==> config.mk <==
export PLATFORM = sky130hd
export DESIGN_NAME = base_digit_half_weight_split_core
export DESIGN_NICKNAME = d
export VERILOG_FILES = /design/src/hdl/bdhws_pkg.sv /design/src/hdl/bdhws_useq.sv /design/src/hdl/base_digit_half_weight_split_core.sv
export SDC_FILE = /design/constraint.sdc
export NUM_CORES = 2
export LEC_CHECK = 0
export BUFFER_PORTS_ARGS = -buffer_cell sky130_fd_sc_hd__buf_4
export CAP_MARGIN = 40
export CORE_MARGIN = 3
export CORE_UTILIZATION = 56
export CTS_CLUSTER_SIZE = 20
export DETAILED_ROUTE_END_ITERATION = 8
export PLACE_DENSITY = 0.74
export SLEW_MARGIN = 0
export SYNTH_ARGS = -nofsm -noshare
export SYNTH_HDL_FRONTEND = slang
export SYNTH_SLANG_ARGS = --single-unit
==> constraint.sdc <==
create_clock -name i_clk -period 10.3 [get_ports i_clk]
set_input_delay 1.03 -clock i_clk [delete_from_list [all_inputs] [get_ports i_clk]]
set_output_delay 1.03 -clock i_clk [all_outputs]
set_load 0.05 [all_outputs]
==> src/hdl/bdhws_pkg.sv <==
// Shared package of the base-digit half-weight split core.
// Holds widths, microcode opcodes, jump conditions and the control structs.
// Depends on nothing; every other file of the block imports it.
`default_nettype none

package bdhws_pkg;

    // Datapath sizing.
    localparam int VALUE_BITS = 64;
    localparam int IO_W       = 64;
    localparam int RADIX_W    = 16;
    localparam int RADIX_MIN  = 2;
    localparam int ADDR_W     = $clog2(VALUE_BITS);
    localparam int MEM_DEPTH  = 2 ** ADDR_W;
    localparam int CNT_W      = $clog2(VALUE_BITS + 1);
    localparam int LO_W       = (VALUE_BITS + 1) / 2;
    localparam int HI_W       = VALUE_BITS - LO_W;
    localparam int PROD_W     = RADIX_W + LO_W;

    // Microprogram addressing.
    localparam int STEP_W = 4;
    typedef logic [STEP_W-1:0] t_step;

    localparam t_step ST_IDLE     = t_step'(0);
    localparam t_step ST_P1_HEAD  = t_step'(1);
    localparam t_step ST_DIV_CLR  = t_step'(2);
    localparam t_step ST_DIV_STEP = t_step'(3);
    localparam t_step ST_DIGIT    = t_step'(4);
    localparam t_step ST_P2_SETUP = t_step'(5);
    localparam t_step ST_P2_HEAD  = t_step'(6);
    localparam t_step ST_DMUL_LO  = t_step'(7);
    localparam t_step ST_DMUL_HI  = t_step'(8);
    localparam t_step ST_ACC_HI   = t_step'(9);
    localparam t_step ST_WMUL_LO  = t_step'(10);
    localparam t_step ST_WMUL_HI  = t_step'(11);
    localparam t_step ST_WUPD     = t_step'(12);
    localparam t_step ST_EMIT     = t_step'(13);

    // Datapath operations selected by the control word.
    typedef enum logic [3:0] {
        OP_NOP,
        OP_LOAD,
        OP_DIV_CLR,
        OP_DIV_STEP,
        OP_DIGIT,
        OP_SETUP2,
        OP_DMUL_LO,
        OP_DMUL_HI,
        OP_ACC_HI,
        OP_WMUL_LO,
        OP_WMUL_HI,
        OP_WUPD,
        OP_EMIT
    } t_op;

    // Jump conditions; C_NEXT always falls through.
    typedef enum logic [2:0] {
        C_NEXT,
        C_ALWAYS,
        C_NOT_START,
        C_N_ZERO,
        C_DIV_MORE,
        C_SCAN_END,
        C_NOW_REACHED
    } t_cond;

    typedef struct packed {
        t_op   op;
        t_cond cond;
        t_step jump;
    } t_uword;

    // Status returned by the datapath to the sequencer.
    typedef struct packed {
        logic start;
        logic n_zero;
        logic div_more;
        logic scan_end;
        logic now_reached;
    } t_flags;

endpackage

`default_nettype wire

==> src/hdl/bdhws_useq.sv <==
// Microcode sequencer: step counter, control-word ROM and conditional jumps.
// Depends on bdhws_pkg for the opcode, condition and struct types.
`default_nettype none

module bdhws_useq (
    input  logic              i_clk,
    input  logic              i_rst_n,
    input  bdhws_pkg::t_flags i_flags,
    output bdhws_pkg::t_uword o_uword,
    output logic              o_busy
);
    import bdhws_pkg::*;

    t_step  r_pc;
    t_step  n_pc;
    t_uword uw;
    logic   take;

    // Control store: one word per step.
    always_comb begin
        case (r_pc)
            ST_IDLE:     uw = '{OP_LOAD,     C_NOT_START,   ST_IDLE};
            ST_P1_HEAD:  uw = '{OP_NOP,      C_N_ZERO,      ST_P2_SETUP};
            ST_DIV_CLR:  uw = '{OP_DIV_CLR,  C_NEXT,        ST_IDLE};
            ST_DIV_STEP: uw = '{OP_DIV_STEP, C_DIV_MORE,    ST_DIV_STEP};
            ST_DIGIT:    uw = '{OP_DIGIT,    C_ALWAYS,      ST_P1_HEAD};
            ST_P2_SETUP: uw = '{OP_SETUP2,   C_NEXT,        ST_IDLE};
            ST_P2_HEAD:  uw = '{OP_NOP,      C_SCAN_END,    ST_EMIT};
            ST_DMUL_LO:  uw = '{OP_DMUL_LO,  C_NEXT,        ST_IDLE};
            ST_DMUL_HI:  uw = '{OP_DMUL_HI,  C_NEXT,        ST_IDLE};
            ST_ACC_HI:   uw = '{OP_ACC_HI,   C_NOW_REACHED, ST_EMIT};
            ST_WMUL_LO:  uw = '{OP_WMUL_LO,  C_NEXT,        ST_IDLE};
            ST_WMUL_HI:  uw = '{OP_WMUL_HI,  C_NEXT,        ST_IDLE};
            ST_WUPD:     uw = '{OP_WUPD,     C_ALWAYS,      ST_P2_HEAD};
            ST_EMIT:     uw = '{OP_EMIT,     C_ALWAYS,      ST_IDLE};
            default:     uw = '{OP_NOP,      C_ALWAYS,      ST_IDLE};
        endcase
    end

    // Jump decision and next step.
    always_comb begin
        case (uw.cond)
            C_NEXT:        take = 1'b0;
            C_ALWAYS:      take = 1'b1;
            C_NOT_START:   take = !i_flags.start;
            C_N_ZERO:      take = i_flags.n_zero;
            C_DIV_MORE:    take = i_flags.div_more;
            C_SCAN_END:    take = i_flags.scan_end;
            C_NOW_REACHED: take = i_flags.now_reached;
            default:       take = 1'b1;
        endcase
        n_pc = take ? uw.jump : r_pc + t_step'(1);
    end

    // Step counter.
    always_ff @(posedge i_clk) begin
        if (!i_rst_n) begin
            r_pc <= ST_IDLE;
        end else begin
            r_pc <= n_pc;
        end
    end

    assign o_uword = uw;
    assign o_busy  = (r_pc != ST_IDLE);

endmodule

`default_nettype wire

==> src/hdl/base_digit_half_weight_split_core.sv <==
// Top level of the base-digit half-weight split core: datapath and digit memory.
// Depends on bdhws_pkg and on the microcode sequencer bdhws_useq.
//
//   channel   handshake            payload          width
//   input     start, busy          i_value          64
//   result    o_valid (strobe)     o_split_value    64
//   config    i_cfg_we             i_cfg_wdata      16 (radix)
//
// A transaction runs a first pass that divides the value by the radix and stores each digit,
// then a second pass that scans the stored digits; a zero value skips both loops.
// The bit-serial divider yields one quotient bit per cycle, over all 64 bits of the value for each digit.
// Reset is synchronous and active low; it returns the radix to 2 and the sequencer to idle.
// The result strobe lasts one cycle and the receiver cannot stall it; a new start is
// taken in the same cycle that the strobe is shown.
`default_nettype none

module base_digit_half_weight_split_core (
    input  logic                         i_clk,
    input  logic                         i_rst_n,
    input  logic                         start,
    output logic                         busy,
    input  logic [bdhws_pkg::IO_W-1:0]   i_value,
    input  logic                         i_cfg_we,
    input  logic [bdhws_pkg::RADIX_W-1:0] i_cfg_wdata,
    output logic                         o_valid,
    output logic [bdhws_pkg::IO_W-1:0]   o_split_value
);
    import bdhws_pkg::*;

    t_flags flags;
    t_uword uw;

    // Configuration and datapath registers.
    logic [RADIX_W-1:0]    r_radix;
    logic [VALUE_BITS-1:0] r_n;
    logic [RADIX_W-1:0]    r_rem;
    logic [ADDR_W-1:0]     r_bit;
    logic [CNT_W-1:0]      r_idx;
    logic [CNT_W-1:0]      r_w;
    logic [CNT_W-1:0]      r_target;
    logic [CNT_W-1:0]      r_now;
    logic [CNT_W-1:0]      r_k;
    logic [RADIX_W-1:0]    r_rd;
    logic [PROD_W-1:0]     r_prod;
    logic [VALUE_BITS-1:0] r_sum;
    logic [VALUE_BITS-1:0] r_weight;
    logic [VALUE_BITS-1:0] r_wnext;
    logic                  r_valid;
    logic [IO_W-1:0]       r_split;
    logic [RADIX_W-1:0]    r_dig_mem [MEM_DEPTH];

    logic [RADIX_W-1:0]          radix_eff;
    logic [RADIX_W:0]            div_t;
    logic                        div_ge;
    logic [RADIX_W:0]            div_diff;
    logic [RADIX_W-1:0]          rem_next;
    logic                        hi_sel;
    logic [RADIX_W-1:0]          mul_a;
    logic [LO_W-1:0]             mul_b;
    logic [PROD_W-1:0]           mul_p;
    logic [PROD_W+VALUE_BITS-1:0] prod_wide;
    logic [VALUE_BITS-1:0]       prod_lo_ext;
    logic [VALUE_BITS-1:0]       prod_hi_shift;

    bdhws_useq u_useq (
        .i_clk   (i_clk),
        .i_rst_n (i_rst_n),
        .i_flags (flags),
        .o_uword (uw),
        .o_busy  (busy)
    );

    // A radix below two is treated as two.
    assign radix_eff = (r_radix < RADIX_W'(RADIX_MIN)) ? RADIX_W'(RADIX_MIN) : r_radix;

    // One restoring division step: shift in the next dividend bit, subtract if it fits.
    assign div_t    = {r_rem, r_n[VALUE_BITS-1]};
    assign div_ge   = (div_t >= {1'b0, radix_eff});
    assign div_diff = div_t - {1'b0, radix_eff};
    assign rem_next = div_ge ? div_diff[RADIX_W-1:0] : div_t[RADIX_W-1:0];

    // Shared multiplier: digit or radix times one half of the running weight.
    assign hi_sel = (uw.op == OP_DMUL_HI) || (uw.op == OP_WMUL_HI);
    assign mul_a  = ((uw.op == OP_WMUL_LO) || (uw.op == OP_WMUL_HI)) ? radix_eff : r_rd;
    assign mul_b  = hi_sel ? LO_W'(r_weight[VALUE_BITS-1:LO_W]) : r_weight[LO_W-1:0];
    assign mul_p  = PROD_W'(mul_a) * PROD_W'(mul_b);

    // Low partial product at full width, high partial product moved to its place.
    assign prod_wide     = {{VALUE_BITS{1'b0}}, r_prod};
    assign prod_lo_ext   = prod_wide[VALUE_BITS-1:0];
    assign prod_hi_shift = {r_prod[HI_W-1:0], {LO_W{1'b0}}};

    // Status for the sequencer.
    assign flags.start       = start;
    assign flags.n_zero      = (r_n == '0);
    assign flags.div_more    = (r_bit != ADDR_W'(VALUE_BITS - 1));
    assign flags.scan_end    = (r_k == r_idx);
    assign flags.now_reached = (r_now >= r_target);

    // Radix register.
    always_ff @(posedge i_clk) begin
        if (!i_rst_n) begin
            r_radix <= RADIX_W'(RADIX_MIN);
        end else if (i_cfg_we) begin
            r_radix <= i_cfg_wdata;
        end
    end

    // Digit memory: written once per digit in the first pass, read registered.
    always_ff @(posedge i_clk) begin
        if (uw.op == OP_DIGIT) begin
            r_dig_mem[r_idx[ADDR_W-1:0]] <= r_rem;
        end
        r_rd <= r_dig_mem[r_k[ADDR_W-1:0]];
    end

    // Datapath actions, one per control word.
    always_ff @(posedge i_clk) begin
        case (uw.op)
            OP_LOAD: begin
                r_n      <= i_value[VALUE_BITS-1:0];
                r_idx    <= '0;
                r_w      <= '0;
                r_sum    <= '0;
                r_weight <= VALUE_BITS'(1);
            end
            OP_DIV_CLR: begin
                r_rem <= '0;
                r_bit <= '0;
            end
            OP_DIV_STEP: begin
                r_rem <= rem_next;
                r_n   <= {r_n[VALUE_BITS-2:0], div_ge};
                r_bit <= r_bit + ADDR_W'(1);
            end
            OP_DIGIT: begin
                if (r_rem != '0) begin
                    r_w <= r_w + CNT_W'(1);
                end
                r_idx <= r_idx + CNT_W'(1);
            end
            OP_SETUP2: begin
                r_target <= r_w >> 1;
                r_now    <= '0;
                r_k      <= '0;
            end
            OP_DMUL_LO: begin
                r_prod <= mul_p;
            end
            OP_DMUL_HI: begin
                r_sum  <= r_sum + prod_lo_ext;
                r_prod <= PROD_W'(mul_p[HI_W-1:0]);
                if (r_rd != '0) begin
                    r_now <= r_now + CNT_W'(1);
                end
            end
            OP_ACC_HI: begin
                r_sum <= r_sum + prod_hi_shift;
            end
            OP_WMUL_LO: begin
                r_prod <= mul_p;
                r_k    <= r_k + CNT_W'(1);
            end
            OP_WMUL_HI: begin
                r_wnext <= prod_lo_ext;
                r_prod  <= PROD_W'(mul_p[HI_W-1:0]);
            end
            OP_WUPD: begin
                r_weight <= r_wnext + prod_hi_shift;
            end
            OP_EMIT: begin
                r_split <= IO_W'(r_sum);
            end
            default: begin
            end
        endcase
    end

    // Result strobe, one cycle per transaction.
    always_ff @(posedge i_clk) begin
        if (!i_rst_n) begin
            r_valid <= 1'b0;
        end else begin
            r_valid <= (uw.op == OP_EMIT);
        end
    end

    assign o_valid       = r_valid;
    assign o_split_value = r_split;

endmodule

`default_nettype wire

==> results.py <==
metrics = {
    "floorplanning": {
        "initial_core_util": 0.568,
        "die_area_mm2": 0.145,
        "fp-row-count": 136,
        "fp.dieW_um": 381,
        "fp.coreArea_mm2": 0.139,
        "die_h_um": 381,
        "ioPinCount": 150,
    },
    "worst_setup_path": {
        "cp-start-kind": "register",
        "cp.buffers_inverters": 4,
        "cp.arrival_ns": 9.95,
        "cp_slowest_cell": "fa_1",
        "cp.required_ns": 10.83,
        "critPathMostFrequentCell": "fa_1",
        "worstSetupPathType": "reg2reg",
        "crit_fanout": 29,
        "max_stage_delay_ns": 0.61,
        "r2r-end": "r_prod[47]",
        "r2r_slack_ns": 0.88,
        "r2r_cells": 28,
        "path_delay_family": "adder cells",
        "crit_path_end_kind": "register",
        "worstReg2RegStart": "u_useq.o_uword[10]",
    },
    "clock_tree": {
        "cts_setup_buffers": 0,
        "insertion_delay_ns": 0.81,
        "ctsHoldBuffers": 0,
        "htreeDepth": 4,
        "cts.sinks": 1480,
        "numCtsBuffers": 147,
        "cts_root_buf": "clkbuf_16",
        "cts_tree": "yes",
        "path_clk_slew_ns": 0.06,
        "ctsResizeCount": 0,
        "cts.path.max_buffers": 3,
    },
    "global_routing": {
        "antenna_found_initial": 7,
        "grt_usage": 0.289,
        "grt_max_degree": 134,
        "grt_pass1_vias": 49600,
        "grt_pass1_wl_um": 312000,
        "grt_overflow_total": 0,
    },
    "sta": {
        "rsz0062_at_grt": "false",
        "relSlewSlack": 0.351,
        "fin_crit_ns": 9.42,
        "finalSetupTns_ns": 0,
        "period_share": 0.914,
        "drv_slew": 0,
        "hold_violations": 0,
        "skew_ns": 0.0641,
        "tightest_slew_ns": 0.947,
        "timing.fmax_ghz": 0.106,
        "setup_violations": 0,
    },
    "synth": {
        "synth_common_cells": "1,432 x edfxtp_1, 742 x nand2_1, 511 x inv_1",
        "yosysTopAreaCellShare": 0.546,
        "ys_types": 87,
        "synth.ff_latch_count": 1480,
        "syn_avg_cell_area_um2": 14.0,
        "synth_largest_area_cell": "edfxtp_1",
        "async_flop_share": 0,
        "seq_area_frac_synth": 0.559,
        "synthesis.nets": 6358,
        "synthFlopType": "edfxtp_1",
        "synth.area.top_cells": "edfxtp_1 55%, fa_1 11%, mux4_2 9.6%",
        "syn_area_mm2": 0.0787,
        "yosysMostFrequentCell": "edfxtp_1",
        "yosys_warnings": 0,
        "synth_edf_count": 1432,
        "synthCells": 5602,
    },
    "cells_and_area": {
        "drive_above_1_share": 0.154,
        "syn_to_final_growth_pct": 11.3,
        "fin_nets": 6609,
    },
    "route": {
        "ant_nets": 0,
        "top_layer": "met5",
        "wl_per_cell_um": 26.5,
        "vias": 48400,
        "routed_via_density": 6.19,
        "drt-initial-drc-count": 5264,
        "drtPass1Iterations": 8,
        "wl_met2_um": 102000,
        "wl_um": 208000,
        "dr_wl_met3_um": 19400,
        "wl_met1_um": 76000,
        "drc_errors": 0,
    },
    "run_status": {
        "status": "finished, final reports clean",
    },
    "flow_run": {
        "cap_violations": 0,
    },
    "placement": {
        "dp_hpwl_um": 136000,
        "place.gp.congestion": 0.960,
        "portBuffers": 149,
    },
    "min_path": {
        "hold_end": "r_wnext[42]",
        "min_path_cells": 0,
        "hold_start": "r_prod[42]",
        "hp-class": "reg2reg",
    },
}
-- state kept, by name (all words and copies together) (netlist names), 11 cells and up --
name,count
r_rd,16
o_split_value,64
r_dig_mem,1024
r_sum,64
r_radix,16
r_prod,48
r_weight,64
r_n,64
u_useq.o_uword,11
r_rem,16
r_wnext,48
-- through the flow --
stage | cell area [um^2] | utilization | hold WS [ns] | std cells | setup slack [ns]
floorplan | 78700 | - | 0.431 | 5602 | 2.26
global placement | 82600 | 0.596 | 0.447 | 7547 | 0.997
detailed placement | 82900 | 0.598 | 0.456 | 7567 | 1.10
CTS | 87600 | 0.632 | 0.470 | 7827 | 1.05
global route | 87600 | 0.632 | 0.483 | 7827 | 0.447
finish | 87600 | 0.632 | 0.463 | 7832 | 0.881
-- worst reg2reg max path: cells and delay by family, from the launching register on --
family | cells | cell delay [ns]
simple gates | 12 | 3.17
xor+xnor | 1 | 0.18
flops | 1 | 0.54
compound gates | 4 | 1.12
buf+inv | 4 | 0.65
fa+ha+maj | 7 | 3.52
-- final cells by class --
class,instances,area (um^2)
Antenna cell,5,12.5
Clock buffer,175,3840
Clock inverter,85,853
Fill cell,10000,50900
Inverter,511,1920
Multi-Input combinational cell,3391,32000
Sequential cell,1480,44000
Tap cell,1863,2330
Timing Repair Buffer,322,2620
-- how the worst max path moves through the flow --
| stage | startpoint | end | slack (ns) | cells after the start |
|---|---|---|---|---|
| 3_5_place_dp | u_useq.o_uword[10] | r_prod[47] | 1.10 | 28 |
| 4_1_cts | u_useq.o_uword[10] | r_prod[47] | 1.05 | 28 |
| 5_1_grt | u_useq.o_uword[10] | r_prod[38] | 0.45 | 28 |
| 6_report | u_useq.o_uword[10] | r_prod[47] | 0.88 | 28 |
| 2_1_floorplan | u_useq.o_uword[9] | r_prod[40] | 2.26 | 31 |
| 3_3_place_gp | u_useq.o_uword[10] | r_prod[47] | 1.0 | 27 |
-- placed cells by master (no fill, tap or decap), types with 13 or more instances in the layout --
| cell type | instances |
|---|---|
| o22ai_1 | 26 |
| edfxtp_1 | 1432 |
| nor3_1 | 39 |
| xnor2_1 | 95 |
| a31oi_1 | 14 |
| nor4_1 | 28 |
| a21o_1 | 97 |
| and3_1 | 36 |
| a211oi_1 | 27 |
| mux4_2 | 336 |
| fa_1 | 422 |
| and2_1 | 69 |
| o21a_1 | 18 |
| clkbuf_1 | 23 |
| or3_1 | 22 |
| clkinv_2 | 23 |
| nand3_1 | 65 |
| nor2_1 | 451 |
| buf_4 | 305 |
| nand2_1 | 740 |
| inv_1 | 510 |
| dfxtp_1 | 48 |
| a21oi_1 | 133 |
| clkbuf_16 | 149 |
| o21bai_1 | 16 |
| mux2i_1 | 68 |
| nor2b_1 | 35 |
| nand4_1 | 29 |
| o21ai_0 | 87 |
| ha_1 | 250 |
| xor2_1 | 91 |
| clkinv_1 | 32 |
| o31ai_1 | 13 |
| nand2b_1 | 21 |
-- cell families after synthesis --
logic type,synth area share
flops,0.559
mux,0.105
compound gates,0.0461
simple gates,0.0867
fa+ha+maj,0.147
xor+xnor,0.0207
buf+inv,0.0355
-- metal layers --
layer | vias up | global-route usage
met2 | 2541 | 0.476
met5 | - | 0
met1 | 24700 | 0.375
met3 | 544 | 0.0571
li1 | 20600 | -
met4 | 4 | 0.129
Power is not shown: default switching activity piles up to over one toggle a cycle in this logic, so the estimate is an artifact.
